==> src/design/rleu_pkg.sv <==
// Shared types and codes for the run-length unit decompressor.
// No dependencies; imported by every module of the block.
`default_nettype none

package rleu_pkg;

    // Decoder phase
    typedef enum logic [1:0] {
        PH_DONE    = 2'd0,
        PH_COUNT   = 2'd1,
        PH_PATTERN = 2'd2,
        PH_REPEAT  = 2'd3
    } phase_t;

    // Request kind, as carried on s_tuser
    typedef enum logic [1:0] {
        OP_PUSH  = 2'd0,
        OP_PULL  = 2'd1,
        OP_START = 2'd2,
        OP_BAD   = 2'd3
    } op_t;

    // Result status, as carried on m_tuser
    localparam logic [1:0] ST_BYTE    = 2'd0;
    localparam logic [1:0] ST_TAKEN   = 2'd1;
    localparam logic [1:0] ST_REFUSED = 2'd2;
    localparam logic [1:0] ST_IGNORED = 2'd3;

    // Configuration register indexes
    localparam logic CFG_UNIT_MODE = 1'b0;
    localparam logic CFG_OUT_SIZE  = 1'b1;

    // Unit mode codes
    localparam logic [1:0] MODE_8  = 2'd0;
    localparam logic [1:0] MODE_16 = 2'd1;

    typedef struct packed {
        op_t        kind;
        logic [7:0] data;
    } cmd_t;

    typedef struct packed {
        logic [1:0]  unit_mode;
        logic [30:0] out_size;
    } cfg_t;

    typedef struct packed {
        logic [7:0] out_byte;
        logic       last;
        logic [1:0] status;
    } result_t;

endpackage

`default_nettype wire

==> src/design/rleu_front.sv <==
// Front end: classifies each accepted request into a command for the queue.
// Depends on rleu_pkg.
`default_nettype none

module rleu_front
    import rleu_pkg::*;
(
    input  wire logic [1:0] operation,
    input  wire logic [7:0] in_byte,
    output cmd_t            cmd
);

    always_comb begin
        cmd.data = 8'd0;
        unique case (operation)
            OP_PUSH: begin
                cmd.kind = OP_PUSH;
                cmd.data = in_byte;
            end
            OP_PULL:  cmd.kind = OP_PULL;
            OP_START: cmd.kind = OP_START;
            default:  cmd.kind = OP_BAD;
        endcase
    end

endmodule

`default_nettype wire

==> src/design/rleu_queue.sv <==
// Short command queue between the front end and the decode engine.
// Depends on rleu_pkg.
`default_nettype none

module rleu_queue
    import rleu_pkg::*;
#(
    parameter int DEPTH = 2
) (
    input  wire logic aclk,
    input  wire logic aresetn,
    input  wire logic wr_valid,
    output logic      wr_ready,
    input  cmd_t      wr_cmd,
    output logic      rd_valid,
    input  wire logic rd_ready,
    output cmd_t      rd_cmd
);

    localparam int PW = (DEPTH > 1) ? $clog2(DEPTH) : 1;
    localparam int CW = $clog2(DEPTH + 1);
    localparam logic [PW-1:0] LAST_PTR = PW'(DEPTH - 1);
    localparam logic [CW-1:0] FULL_CNT = CW'(DEPTH);

    cmd_t          mem [DEPTH];
    logic [PW-1:0] wr_ptr_reg, wr_ptr_next;
    logic [PW-1:0] rd_ptr_reg, rd_ptr_next;
    logic [CW-1:0] cnt_reg, cnt_next;
    logic          push, pop;

    assign wr_ready = (cnt_reg != FULL_CNT);
    assign rd_valid = (cnt_reg != '0);
    assign rd_cmd   = mem[rd_ptr_reg];
    assign push     = wr_valid && wr_ready;
    assign pop      = rd_valid && rd_ready;

    always_comb begin
        wr_ptr_next = wr_ptr_reg;
        rd_ptr_next = rd_ptr_reg;
        cnt_next    = cnt_reg;
        if (push) begin
            wr_ptr_next = (wr_ptr_reg == LAST_PTR) ? '0 : wr_ptr_reg + PW'(1);
        end
        if (pop) begin
            rd_ptr_next = (rd_ptr_reg == LAST_PTR) ? '0 : rd_ptr_reg + PW'(1);
        end
        if (push && !pop) begin
            cnt_next = cnt_reg + CW'(1);
        end else if (pop && !push) begin
            cnt_next = cnt_reg - CW'(1);
        end
    end

    always_ff @(posedge aclk) begin
        if (!aresetn) begin
            wr_ptr_reg <= '0;
            rd_ptr_reg <= '0;
            cnt_reg    <= '0;
        end else begin
            wr_ptr_reg <= wr_ptr_next;
            rd_ptr_reg <= rd_ptr_next;
            cnt_reg    <= cnt_next;
        end
    end

    always_ff @(posedge aclk) begin
        if (push) begin
            mem[wr_ptr_reg] <= wr_cmd;
        end
    end

endmodule

`default_nettype wire

==> src/design/rleu_back.sv <==
// Decode engine: runs the phase machine on queued commands and holds the
// result register. Depends on rleu_pkg.
`default_nettype none

module rleu_back
    import rleu_pkg::*;
(
    input  wire logic aclk,
    input  wire logic aresetn,
    input  cfg_t      cfg,
    input  wire logic cmd_valid,
    output logic      cmd_ready,
    input  cmd_t      cmd,
    output logic      res_valid,
    input  wire logic res_ready,
    output result_t   res
);

    phase_t      phase_reg, phase_next;
    logic [1:0]  bin_reg, bin_next;
    logic [31:0] ca_reg, ca_next;
    logic [31:0] ul_reg, ul_next;
    logic [31:0] pat_reg, pat_next;
    logic [30:0] bl_reg, bl_next;
    logic        out_valid_reg, out_valid_next;
    result_t     out_reg, res_now;

    logic        fire;
    logic [2:0]  n;
    logic [1:0]  n_m1;
    logic [1:0]  bin_inc;
    logic        close;
    logic [31:0] ul_dec;
    logic [30:0] bl_dec;
    logic        literal, do_pull, do_emit;
    logic [31:0] ca_shift, pat_shift;
    logic [31:0] mask, v, v_neg, sign_val;
    logic        v_sign;
    logic [1:0]  idx, sel;
    logic [7:0]  pat_byte;

    assign fire      = cmd_valid && (!out_valid_reg || res_ready);
    assign cmd_ready = fire;
    assign res_valid = out_valid_reg;
    assign res       = out_reg;

    // Unit geometry from the live mode register; mode three acts as 32-bit
    always_comb begin
        case (cfg.unit_mode)
            MODE_8: begin
                n = 3'd1; mask = 32'h0000_00FF; sign_val = 32'h0000_0080;
            end
            MODE_16: begin
                n = 3'd2; mask = 32'h0000_FFFF; sign_val = 32'h0000_8000;
            end
            default: begin
                n = 3'd4; mask = 32'hFFFF_FFFF; sign_val = 32'h8000_0000;
            end
        endcase
    end

    assign n_m1      = 2'(n - 3'd1);
    assign bin_inc   = bin_reg + 2'd1;
    assign close     = ({1'b0, bin_inc} >= n) || (bin_inc == 2'd0);
    assign ul_dec    = ul_reg - 32'd1;
    assign bl_dec    = bl_reg - 31'd1;
    assign ca_shift  = {ca_reg[23:0], cmd.data};
    assign pat_shift = {pat_reg[23:0], cmd.data};
    assign v         = ca_shift & mask;
    assign v_sign    = (v & sign_val) != 32'd0;
    assign v_neg     = (~v + 32'd1) & mask;

    assign literal = (cmd.kind == OP_PUSH) && (phase_reg == PH_COUNT) && (ul_reg != 32'd0);
    assign do_pull = (cmd.kind == OP_PULL) && (phase_reg == PH_REPEAT);
    assign do_emit = literal || do_pull;

    // Repeated bytes go out most significant first; a stale position past
    // the unit end reads the last byte
    assign idx = ({1'b0, bin_reg} < n) ? bin_reg : n_m1;
    assign sel = n_m1 - idx;
    always_comb begin
        case (sel)
            2'd0:    pat_byte = pat_reg[7:0];
            2'd1:    pat_byte = pat_reg[15:8];
            2'd2:    pat_byte = pat_reg[23:16];
            default: pat_byte = pat_reg[31:24];
        endcase
    end

    // Next state
    always_comb begin
        phase_next = phase_reg;
        bin_next   = bin_reg;
        ca_next    = ca_reg;
        ul_next    = ul_reg;
        pat_next   = pat_reg;
        bl_next    = bl_reg;
        if (fire) begin
            unique case (cmd.kind)
                OP_START: begin
                    bl_next    = cfg.out_size;
                    phase_next = (cfg.out_size == 31'd0) ? PH_DONE : PH_COUNT;
                    bin_next   = 2'd0;
                    ca_next    = 32'd0;
                    ul_next    = 32'd0;
                    pat_next   = 32'd0;
                end
                OP_BAD: begin
                end
                OP_PULL, OP_PUSH: begin
                    if (do_emit) begin
                        if (close) begin
                            bin_next = 2'd0;
                            ul_next  = ul_dec;
                            if (ul_dec == 32'd0) begin
                                phase_next = PH_COUNT;
                            end
                        end else begin
                            bin_next = bin_inc;
                        end
                        bl_next = bl_dec;
                        if (bl_dec == 31'd0) begin
                            phase_next = PH_DONE;
                            bin_next   = 2'd0;
                            ul_next    = 32'd0;
                        end
                    end else if (cmd.kind == OP_PUSH && phase_reg == PH_COUNT) begin
                        ca_next  = ca_shift;
                        bin_next = bin_inc;
                        if (close) begin
                            if (v_sign) begin
                                ul_next    = (v_neg == 32'd0) ? sign_val : v_neg;
                                phase_next = PH_COUNT;
                            end else begin
                                ul_next    = v + 32'd2;
                                phase_next = PH_PATTERN;
                            end
                            bin_next = 2'd0;
                            ca_next  = 32'd0;
                            pat_next = 32'd0;
                        end
                    end else if (cmd.kind == OP_PUSH && phase_reg == PH_PATTERN) begin
                        pat_next = pat_shift;
                        bin_next = bin_inc;
                        if (close) begin
                            bin_next   = 2'd0;
                            phase_next = PH_REPEAT;
                        end
                    end
                end
            endcase
        end
    end

    // Result of the command under way
    always_comb begin
        res_now.out_byte = 8'd0;
        res_now.last     = 1'b0;
        res_now.status   = ST_TAKEN;
        unique case (cmd.kind)
            OP_START: res_now.status = ST_TAKEN;
            OP_BAD:   res_now.status = ST_REFUSED;
            OP_PULL, OP_PUSH: begin
                if (phase_reg == PH_DONE) begin
                    res_now.status = ST_IGNORED;
                end else if (do_emit) begin
                    res_now.status   = ST_BYTE;
                    res_now.out_byte = do_pull ? pat_byte : cmd.data;
                    res_now.last     = (bl_dec == 31'd0);
                end else if (cmd.kind == OP_PULL || phase_reg == PH_REPEAT) begin
                    res_now.status = ST_REFUSED;
                end
            end
        endcase
    end

    always_comb begin
        out_valid_next = out_valid_reg;
        if (fire) begin
            out_valid_next = 1'b1;
        end else if (res_ready) begin
            out_valid_next = 1'b0;
        end
    end

    always_ff @(posedge aclk) begin
        if (!aresetn) begin
            phase_reg     <= PH_DONE;
            bin_reg       <= 2'd0;
            ca_reg        <= 32'd0;
            ul_reg        <= 32'd0;
            pat_reg       <= 32'd0;
            bl_reg        <= 31'd0;
            out_valid_reg <= 1'b0;
        end else begin
            phase_reg     <= phase_next;
            bin_reg       <= bin_next;
            ca_reg        <= ca_next;
            ul_reg        <= ul_next;
            pat_reg       <= pat_next;
            bl_reg        <= bl_next;
            out_valid_reg <= out_valid_next;
        end
    end

    always_ff @(posedge aclk) begin
        if (fire) begin
            out_reg <= res_now;
        end
    end

endmodule

`default_nettype wire

==> src/design/rle_unit_decompressor.sv <==
// Run-length unit decompressor, top level: config registers, front end,
// command queue and decode engine. Depends on rleu_pkg and the rleu_ modules.
// A request's result is valid once it has passed the queue and the result register.
// Throughput: one request per cycle while the queue has room; the decode engine
// retires one command per cycle whenever the result register is free or draining.
// Reset (synchronous, aresetn low): queue empty, no result, phase complete,
// unit_mode 0, out_size 1.
`default_nettype none

module rle_unit_decompressor
    import rleu_pkg::*;
#(
    parameter int QUEUE_DEPTH = 2
) (
    input  wire logic        aclk,
    input  wire logic        aresetn,
    input  wire logic        s_tvalid,
    output logic             s_tready,
    input  wire logic [7:0]  s_tdata,   // [7:0] in_byte
    input  wire logic [1:0]  s_tuser,   // [1:0] operation
    output logic             m_tvalid,
    input  wire logic        m_tready,
    output logic [7:0]       m_tdata,   // [7:0] out_byte
    output logic             m_tlast,
    output logic [1:0]       m_tuser,   // [1:0] status
    input  wire logic        cfg_valid,
    output logic             cfg_ready,
    input  wire logic        cfg_index,
    input  wire logic [30:0] cfg_data
);

    cfg_t    cfg_reg, cfg_next;
    cmd_t    front_cmd, queue_cmd;
    logic    queue_valid, queue_ready;
    result_t res;

    assign cfg_ready = 1'b1;

    always_comb begin
        cfg_next = cfg_reg;
        if (cfg_valid) begin
            unique case (cfg_index)
                CFG_UNIT_MODE: cfg_next.unit_mode = cfg_data[1:0];
                CFG_OUT_SIZE:  cfg_next.out_size  = cfg_data;
            endcase
        end
    end

    always_ff @(posedge aclk) begin
        if (!aresetn) begin
            cfg_reg.unit_mode <= MODE_8;
            cfg_reg.out_size  <= 31'd1;
        end else begin
            cfg_reg <= cfg_next;
        end
    end

    rleu_front u_front (
        .operation (s_tuser),
        .in_byte   (s_tdata),
        .cmd       (front_cmd)
    );

    rleu_queue #(
        .DEPTH (QUEUE_DEPTH)
    ) u_queue (
        .aclk     (aclk),
        .aresetn  (aresetn),
        .wr_valid (s_tvalid),
        .wr_ready (s_tready),
        .wr_cmd   (front_cmd),
        .rd_valid (queue_valid),
        .rd_ready (queue_ready),
        .rd_cmd   (queue_cmd)
    );

    rleu_back u_back (
        .aclk      (aclk),
        .aresetn   (aresetn),
        .cfg       (cfg_reg),
        .cmd_valid (queue_valid),
        .cmd_ready (queue_ready),
        .cmd       (queue_cmd),
        .res_valid (m_tvalid),
        .res_ready (m_tready),
        .res       (res)
    );

    assign m_tdata = res.out_byte;
    assign m_tlast = res.last;
    assign m_tuser = res.status;

endmodule

`default_nettype wire

==> config.mk <==
export PLATFORM = sky130hd
export DESIGN_NAME = rle_unit_decompressor
export DESIGN_NICKNAME = d
export VERILOG_FILES = /design/src/design/rleu_pkg.sv /design/src/design/rleu_front.sv /design/src/design/rleu_queue.sv /design/src/design/rleu_back.sv /design/src/design/rle_unit_decompressor.sv
export SDC_FILE = /design/constraint.sdc
export NUM_CORES = 1
export LEC_CHECK = 0
export BUFFER_PORTS_ARGS = -buffer_cell sky130_fd_sc_hd__buf_2
export CAP_MARGIN = 5
export CORE_MARGIN = 5
export CORE_UTILIZATION = 35
export CTS_CLUSTER_DIAMETER = 40
export CTS_CLUSTER_SIZE = 24
export DETAILED_ROUTE_END_ITERATION = 7
export PLACE_DENSITY = 0.57
export SYNTH_ARGS = -nofsm -noshare
export SYNTH_HDL_FRONTEND = slang
export SYNTH_HIERARCHICAL = 1
export SYNTH_SLANG_ARGS = --single-unit
==> constraint.sdc <==
create_clock -name aclk -period 3.4 [get_ports aclk]
set_input_delay 0.17 -clock aclk [delete_from_list [all_inputs] [get_ports aclk]]
set_output_delay 0.17 -clock aclk [all_outputs]
set_load 0.02 [all_outputs]
==> results of run 1 <==
cell type report:
class	instances	area, um2	share of cell area (%)
clock inverter	14	189	1.30
inverter	37	139	0.959
tap	455	569	3.93
clock buffer	18	429	2.96
timing repair buffer	204	1520	10.5
multi-input combinational	1203	7460	51.5
sequential	193	4180	28.8
path summary, 6_finish.rpt:
path              slack [ns]                               to                             from
setup / recovery        0.08   u_back/ul_reg[27]$_SDFFE_PN0P_                             flop
hold / removal         0.008    u_back/res_valid$_SDFFE_PN0P_                         m_tready
setup reg to reg        0.08   u_back/ul_reg[27]$_SDFFE_PN0P_                             flop
hold reg to reg         0.45  u_back/pat_reg[31]$_SDFFE_PN0P_  u_back/pat_reg[31]$_SDFFE_PN0P_
worst max-delay path, stage by stage, from the launching register on:
cell,delay [ns]
dfxtp_4,0.37
buf_6,0.14
mux2_2,0.28
buf_4,0.20
nand3_1,0.11
nor4_1,0.42
and4_1,0.40
nand2_1,0.17
o32ai_1,0.29
a21oi_1,0.13
xor2_1,0.25
o22ai_1,0.11
a221o_1,0.33
power by group:
part           internal [W]  total (W)  switching [W]
clock network       0.00113    0.00215        0.00102
registers           0.00258    0.00279       0.000217
logic               0.00190    0.00492        0.00303
total               0.00560    0.00987        0.00426
layout by cell type, fill, tap and decap left out, drive strengths merged, types with 17 or more instances in the layout:
cell type	Yosys	routed
a21oi	145	145
a22o	19	19
buf	42	175
clkbuf	99	18
dfxtp	162	162
dlygate4sd3	0	29
edfxtp	31	31
inv	35	43
nand2	189	189
nand3	93	93
nand4	54	54
nor2	117	117
nor3	57	57
nor4	41	41
o21ai	124	124
or3	17	17
xnor2	29	29
xor2	19	19
kinds of logic after synthesis:
family	count (synthesis)	synth area share [%]
AND/OR/NAND/NOR	667	28.3
AO/OA/AOI/OAI	446	23.3
flip-flops	193	33.9
buffers and inverters	178	6.51
XOR/XNOR	48	3.41
multiplexers	25	2.95
adder cells (fa/ha/maj)	16	1.62
other	1	0.0304
routing by layer:
layer	wire, um	GRT usage [%]
met3	1930	2.83
met1	17200	25.8
met4	1320	7.55
met5	0	0
met2	18500	32.9
what timing repair did:
| item | 4_1_cts | 5_1_grt |
|---|---|---|
| gates resized for setup | 3 | 20 |
| setup buffers | 1 | 1 |
| hold endpoints to repair | 29 | 0 |
| hold buffers | 29 | 0 |
| setup endpoints to repair | 11 | 25 |
| cloned | 0 | 1 |
| pin swaps | 1 | 2 |
through the flow:
stage	setup WS [ns]	power [W]	cells	setup TNS, ns	utilization (%)
CTS	0.00364	0.00981	2122	0	41.6
global route	-0.0285	0.0105	2124	-0.158	41.8
floorplan	0.0686	0.00605	1574	0	-
finish	0.0812	0.00987	2124	0	41.8
detailed placement	-0.0535	0.00761	2060	-0.261	38.9
global placement	0.0463	0.00757	2060	0	38.9
==> flow_metrics.py, run 1 <==
metrics = {
    "place": {
        "post_dp_cell_area_um2": 13500,
        "port_buffers": 59,
        "gp_congestion": 0.933,
        "dp_hpwl_mm": 27.6,
    },
    "yosys": {
        "synthesis.area_um2": 12300,
        "synth.most_common_cell": "nand2_1",
        "ys_seq_area_share_pct": 33.9,
        "synth.avg_cell_area_um2": 7.83,
        "ys_top_cells_by_count": "nand2_1 (189), dfxtp_1 (162), a21oi_1 (145)",
        "async_reset_ff_share_pct": 0,
        "synth_area_leader_cell": "dfxtp_1",
        "synth_edf_count": 31,
        "synthTopCellsByArea": "dfxtp_1 (26%), edfxtp_1 (7.6%), a21oi_1 (5.9%), nand2_1 (5.8%), nand3_1 (3.8%)",
        "ys.flop_type": "dfxtp_1",
        "yosys_warnings": 6,
        "synth.top_cell.area_share_pct": 26.3,
        "syn_nets": 1637,
        "synth.distinct_cells": 92,
        "postSynthCellCount": 1574,
        "ys_seq_elements": 193,
    },
    "sta": {
        "relSlewSlack_pct": 38.7,
        "holdWs_ns": 0.00827,
        "period_minus_slack_ns": 3.32,
        "slew_violations": 0,
        "hold_violations": 0,
        "max_freq_mhz": 301,
        "timing.final.crit_share_pct": 97.6,
        "rsz0062_at_grt": "yes",
        "worst_slew_pin_slew_ns": 0.908,
        "finClkSkew_ns": 0.0148,
        "setup_viol": 0,
    },
    "route": {
        "vias": 12400,
        "ant_nets": 0,
        "routed_wl_mm": 39.0,
        "drc": 0,
        "dr.pass1.iters": 5,
        "via_per_inst": 5.83,
        "first_iter_violations": 1201,
        "wire_per_inst_um": 18.4,
    },
    "final_layout": {
        "stdcell_area_um2": 14500,
        "area_delta_synth_final_pct": 17.5,
        "diodes": 0,
        "drive_above_1_share_pct": 18.5,
        "fin_nets": 1719,
        "largest_reg_flops": 33,
        "fill_cells": 3506,
    },
    "global_route": {
        "grt_pass1_vias": 11700,
        "grt-ovfl-total": 0,
        "grt_usage_pct": 19.7,
        "antenna_found_initial": 0,
        "grt_start_max_net_pins": 67,
        "grt_pass1_wl_mm": 63.5,
    },
    "floorplanning": {
        "initial_core_util_pct": 35.6,
        "ioPinCount": 61,
        "core_area_um2": 34600,
        "rows": 68,
        "fp.dieArea_um2": 39100,
        "die_h_um": 198,
        "die_width_um": 198,
    },
    "run_status": {
        "status": "finished, final reports clean",
    },
    "flow_run": {
        "drv_cap": 0,
    },
    "setup_path": {
        "worstSetupPathType": "flop to flop",
        "cp.arrival_ns": 3.66,
        "critical_path.max_fanout": 10,
        "critPathCaptureType": "flop",
        "rr_worst_depth": 12,
        "worst_ep_required_time_ns": 3.74,
        "worst_setup_path_start_kind": "flop",
    },
    "clock_tree": {
        "clkTransAtPathRegs_ns": 0.08,
        "cts_buffer_depth": 2,
        "htreeDepth": 4,
        "clock-sinks": 193,
        "cts_tree": "yes",
        "cts_root_buffer": "clkbuf_16",
        "numCtsBuffers": 17,
        "insertion_delay_ns": 0.45,
    },
    "min_path": {
        "worst_hold_path_type": "input pin to flop",
        "holdPathStages": 3,
    },
    "power": {
        "p_per_area_nw_per_um2": 681,
        "ir_drop_uv": 388,
        "leakagePower_nw": 5.34,
    },
}
Power figures use the tool's default switching activity.
==> inputs of run 2 (changes only) <==
--- a/config.mk
+++ b/config.mk
@@ -7,7 +7,7 @@
 export LEC_CHECK = 0
 export BUFFER_PORTS_ARGS = -buffer_cell sky130_fd_sc_hd__buf_2
 export CAP_MARGIN = 5
-export CORE_MARGIN = 5
+export CORE_MARGIN = 1
 export CORE_UTILIZATION = 35
 export CTS_CLUSTER_DIAMETER = 40
 export CTS_CLUSTER_SIZE = 24
==> run 2 against run 1 <==
  * Total power fell by 0.41%
  * Die area fell by 7.9%
  * Highest routed layer unchanged
  * Flip-flop and latch count did not move
  * First-iteration DRC count fell by 9.0%
==> flow_metrics.py, run 2 (synthesis results as in run 1) <==
metrics = {
    "setup_path": {
        "critPathTopFamily": "simple AND/OR/NAND/NOR gates",
        "worstSetupPathType": "flop to flop",
        "worst_setup_path_start_kind": "flop",
        "worstPathCellList": "buf_4, mux2_2, nor4_4, buf_6, nand2_1, or3_1, mux2_2, o22ai_2, nor4b_4, buf_4, and3b_1, o311ai_2, o211ai_1",
        "path_buf_inv": 3,
        "reg2reg_slack_ns": 0.18,
        "cpPeakStageDelay_ns": 0.40,
        "r2r-end": "u_back/ul_reg[15]$_SDFFE_PN0P_",
        "worst_path_max_delay_cell": "or3_1",
        "worst_ep_required_time_ns": 3.73,
        "cp.arrival_ns": 3.55,
        "rr_worst_depth": 13,
        "critPathCaptureType": "flop",
        "critical_path.max_fanout": 10,
    },
    "sta": {
        "finalSetupTns_ns": 0,
        "max_freq_mhz": 310,
        "slew_violations": 0,
        "period_minus_slack_ns": 3.22,
        "worst_slew_pin_slew_ns": 0.949,
        "timing.final.crit_share_pct": 94.8,
        "rsz0062_at_grt": "no",
        "hold_violations": 0,
        "holdWs_ns": 0.0133,
        "finClkSkew_ns": 0.0173,
        "setup_viol": 0,
        "relSlewSlack_pct": 35.9,
    },
    "global_route": {
        "grt_pass1_vias": 11200,
        "use_met2_pct": 36.8,
        "use_met1_pct": 27.9,
        "grt_start_max_net_pins": 68,
        "grt_use_met3_pct": 3.15,
        "grt_pass1_wl_mm": 61.9,
        "top_usage_layer": "met2",
        "grt_usage_pct": 21.6,
        "grt-ovfl-total": 0,
        "antenna_found_initial": 0,
    },
    "flow_run": {
        "drv_cap": 0,
    },
    "place": {
        "gp_congestion": 0.899,
        "dp_hpwl_mm": 27.4,
        "port_buffers": 59,
    },
    "route": {
        "vias": 12100,
        "drc": 0,
        "wire_per_inst_um": 18.2,
        "ant_nets": 0,
        "via_per_inst": 5.70,
        "first_iter_violations": 1093,
        "dr.pass1.iters": 5,
        "routed_wl_mm": 38.6,
    },
    "final_layout": {
        "largest_reg_flops": 33,
        "area_delta_synth_final_pct": 17.2,
        "drive_above_1_share_pct": 18.8,
        "layout_commonest_cell": "nand2_1",
        "diodes": 0,
        "fill_cells": 3466,
        "final_cell_mix": "nand2_1 (187), dfxtp_1 (161), a21oi_1 (143), nor2_1 (114), buf_4 (104)",
        "final_util_pct": 41.7,
        "fin_nets": 1712,
    },
    "clock_tree": {
        "cts_buffer_depth": 2,
        "insertion_delay_ns": 0.47,
        "cts_root_buffer": "clkbuf_16",
        "numCtsBuffers": 17,
        "clkTransAtPathRegs_ns": 0.08,
        "clock-sinks": 193,
        "htreeDepth": 4,
        "cts_tree": "yes",
    },
    "floorplanning": {
        "die_width_um": 190,
        "die_h_um": 190,
        "fp.dieArea_um2": 36000,
        "initial_core_util_pct": 35.6,
        "ioPinCount": 61,
        "core_area_um2": 34600,
        "rows": 68,
    },
    "power": {
        "seq_power_share_pct": 28.4,
        "clkPwrFrac_pct": 21.7,
        "p_comb_share_pct": 49.9,
        "ir_drop_uv": 392,
        "swShare_pct": 43.5,
        "internal_power_w": 0.00556,
        "p_sw_w": 0.00427,
        "p_per_area_nw_per_um2": 680,
        "leakagePower_nw": 5.29,
    },
    "min_path": {
        "holdPathStages": 3,
        "hold_path_end": "cfg_reg[15]$_SDFFE_PN0P_",
        "worst_hold_path_type": "input pin to flop",
        "min_from": "cfg_data[15]",
    },
    "run_status": {
        "status": "finished, final reports clean",
    },
}
[run 2: changes by cell type in the layout (fill, tap and decap cells not counted), moves of 2 or more]
| cell | change |
|---|---|
| nor4_2 | +2 |
| o311ai_2 | +2 |
| clkinvlp_4 | +3 |
| buf_4 | -4 |
| o311ai_1 | -2 |
[run 2: area by class of cell]
type	count	area [um2]	share of cell area (%)
clock buffers	18	450	3.12
flip-flops and latches	193	4180	28.9
clock inverters	14	161	1.12
multi-input cells	1203	7490	51.9
inverters	37	139	0.961
repair buffers	197	1460	10.1
well taps	455	569	3.94
[run 2: power by group through the flow]
stage | sequential, W | clock, W | combinational, W
global placement | 0.00284 | 0 | 0.00473
global route | 0.00282 | 0.00228 | 0.00537
CTS | 0.00279 | 0.00217 | 0.00482
floorplan | 0.00284 | 0 | 0.00320
finish | 0.00279 | 0.00213 | 0.00490
detailed placement | 0.00284 | 0 | 0.00476
[run 2: what timing repair did]
action	in CTS	in global routing
hold buffers	28	0
pin swaps	2	0
hold endpoints to repair	29	0
setup buffers	1	0
endpoints found under the setup margin	15	32
gates resized for setup	6	23
[run 2: worst max path at each step]
stage / to / slack (ns) / depth (start not counted)
floorplan: u_back/res[10]$_SDFFCE_PP0P_ / 0.07 / 12
global placement: u_back/ul_reg[16]$_SDFFE_PN0P_ / 0.008 / 12
detailed placement: u_back/ul_reg[5]$_SDFFE_PN0P_ / -0.12 / 12
CTS: u_back/ul_reg[15]$_SDFFE_PN0P_ / 0.005 / 13
global route: u_back/ul_reg[20]$_SDFFE_PN0P_ / 0.004 / 12
finish: u_back/ul_reg[15]$_SDFFE_PN0P_ / 0.18 / 13
[run 2: per-stage QoR]
stage / worst slack [ns] / std cells / total power (W) / cell area, um2
after floorplan: 0.0686 / 1574 / 0.00605 / 12300
after global placement: 0.00807 / 2056 / 0.00756 / 13400
after detailed placement: -0.124 / 2056 / 0.00760 / 13400
after CTS: 0.00515 / 2117 / 0.00978 / 14300
after global routing: 0.00449 / 2117 / 0.0105 / 14400
final: 0.176 / 2117 / 0.00983 / 14400
[run 2: routing by layer]
metal  routed length, um  vias up
li1                    -     5951
met1               17200     5727
met2               18900      334
met3                1650       56
met4                 856        0
met5                   0        -
[run 2: worst min-delay path, cell delays in order]
cell	delay, ns
buf_2	0.10
nand4_1	0.10
o21ai_2	0.06
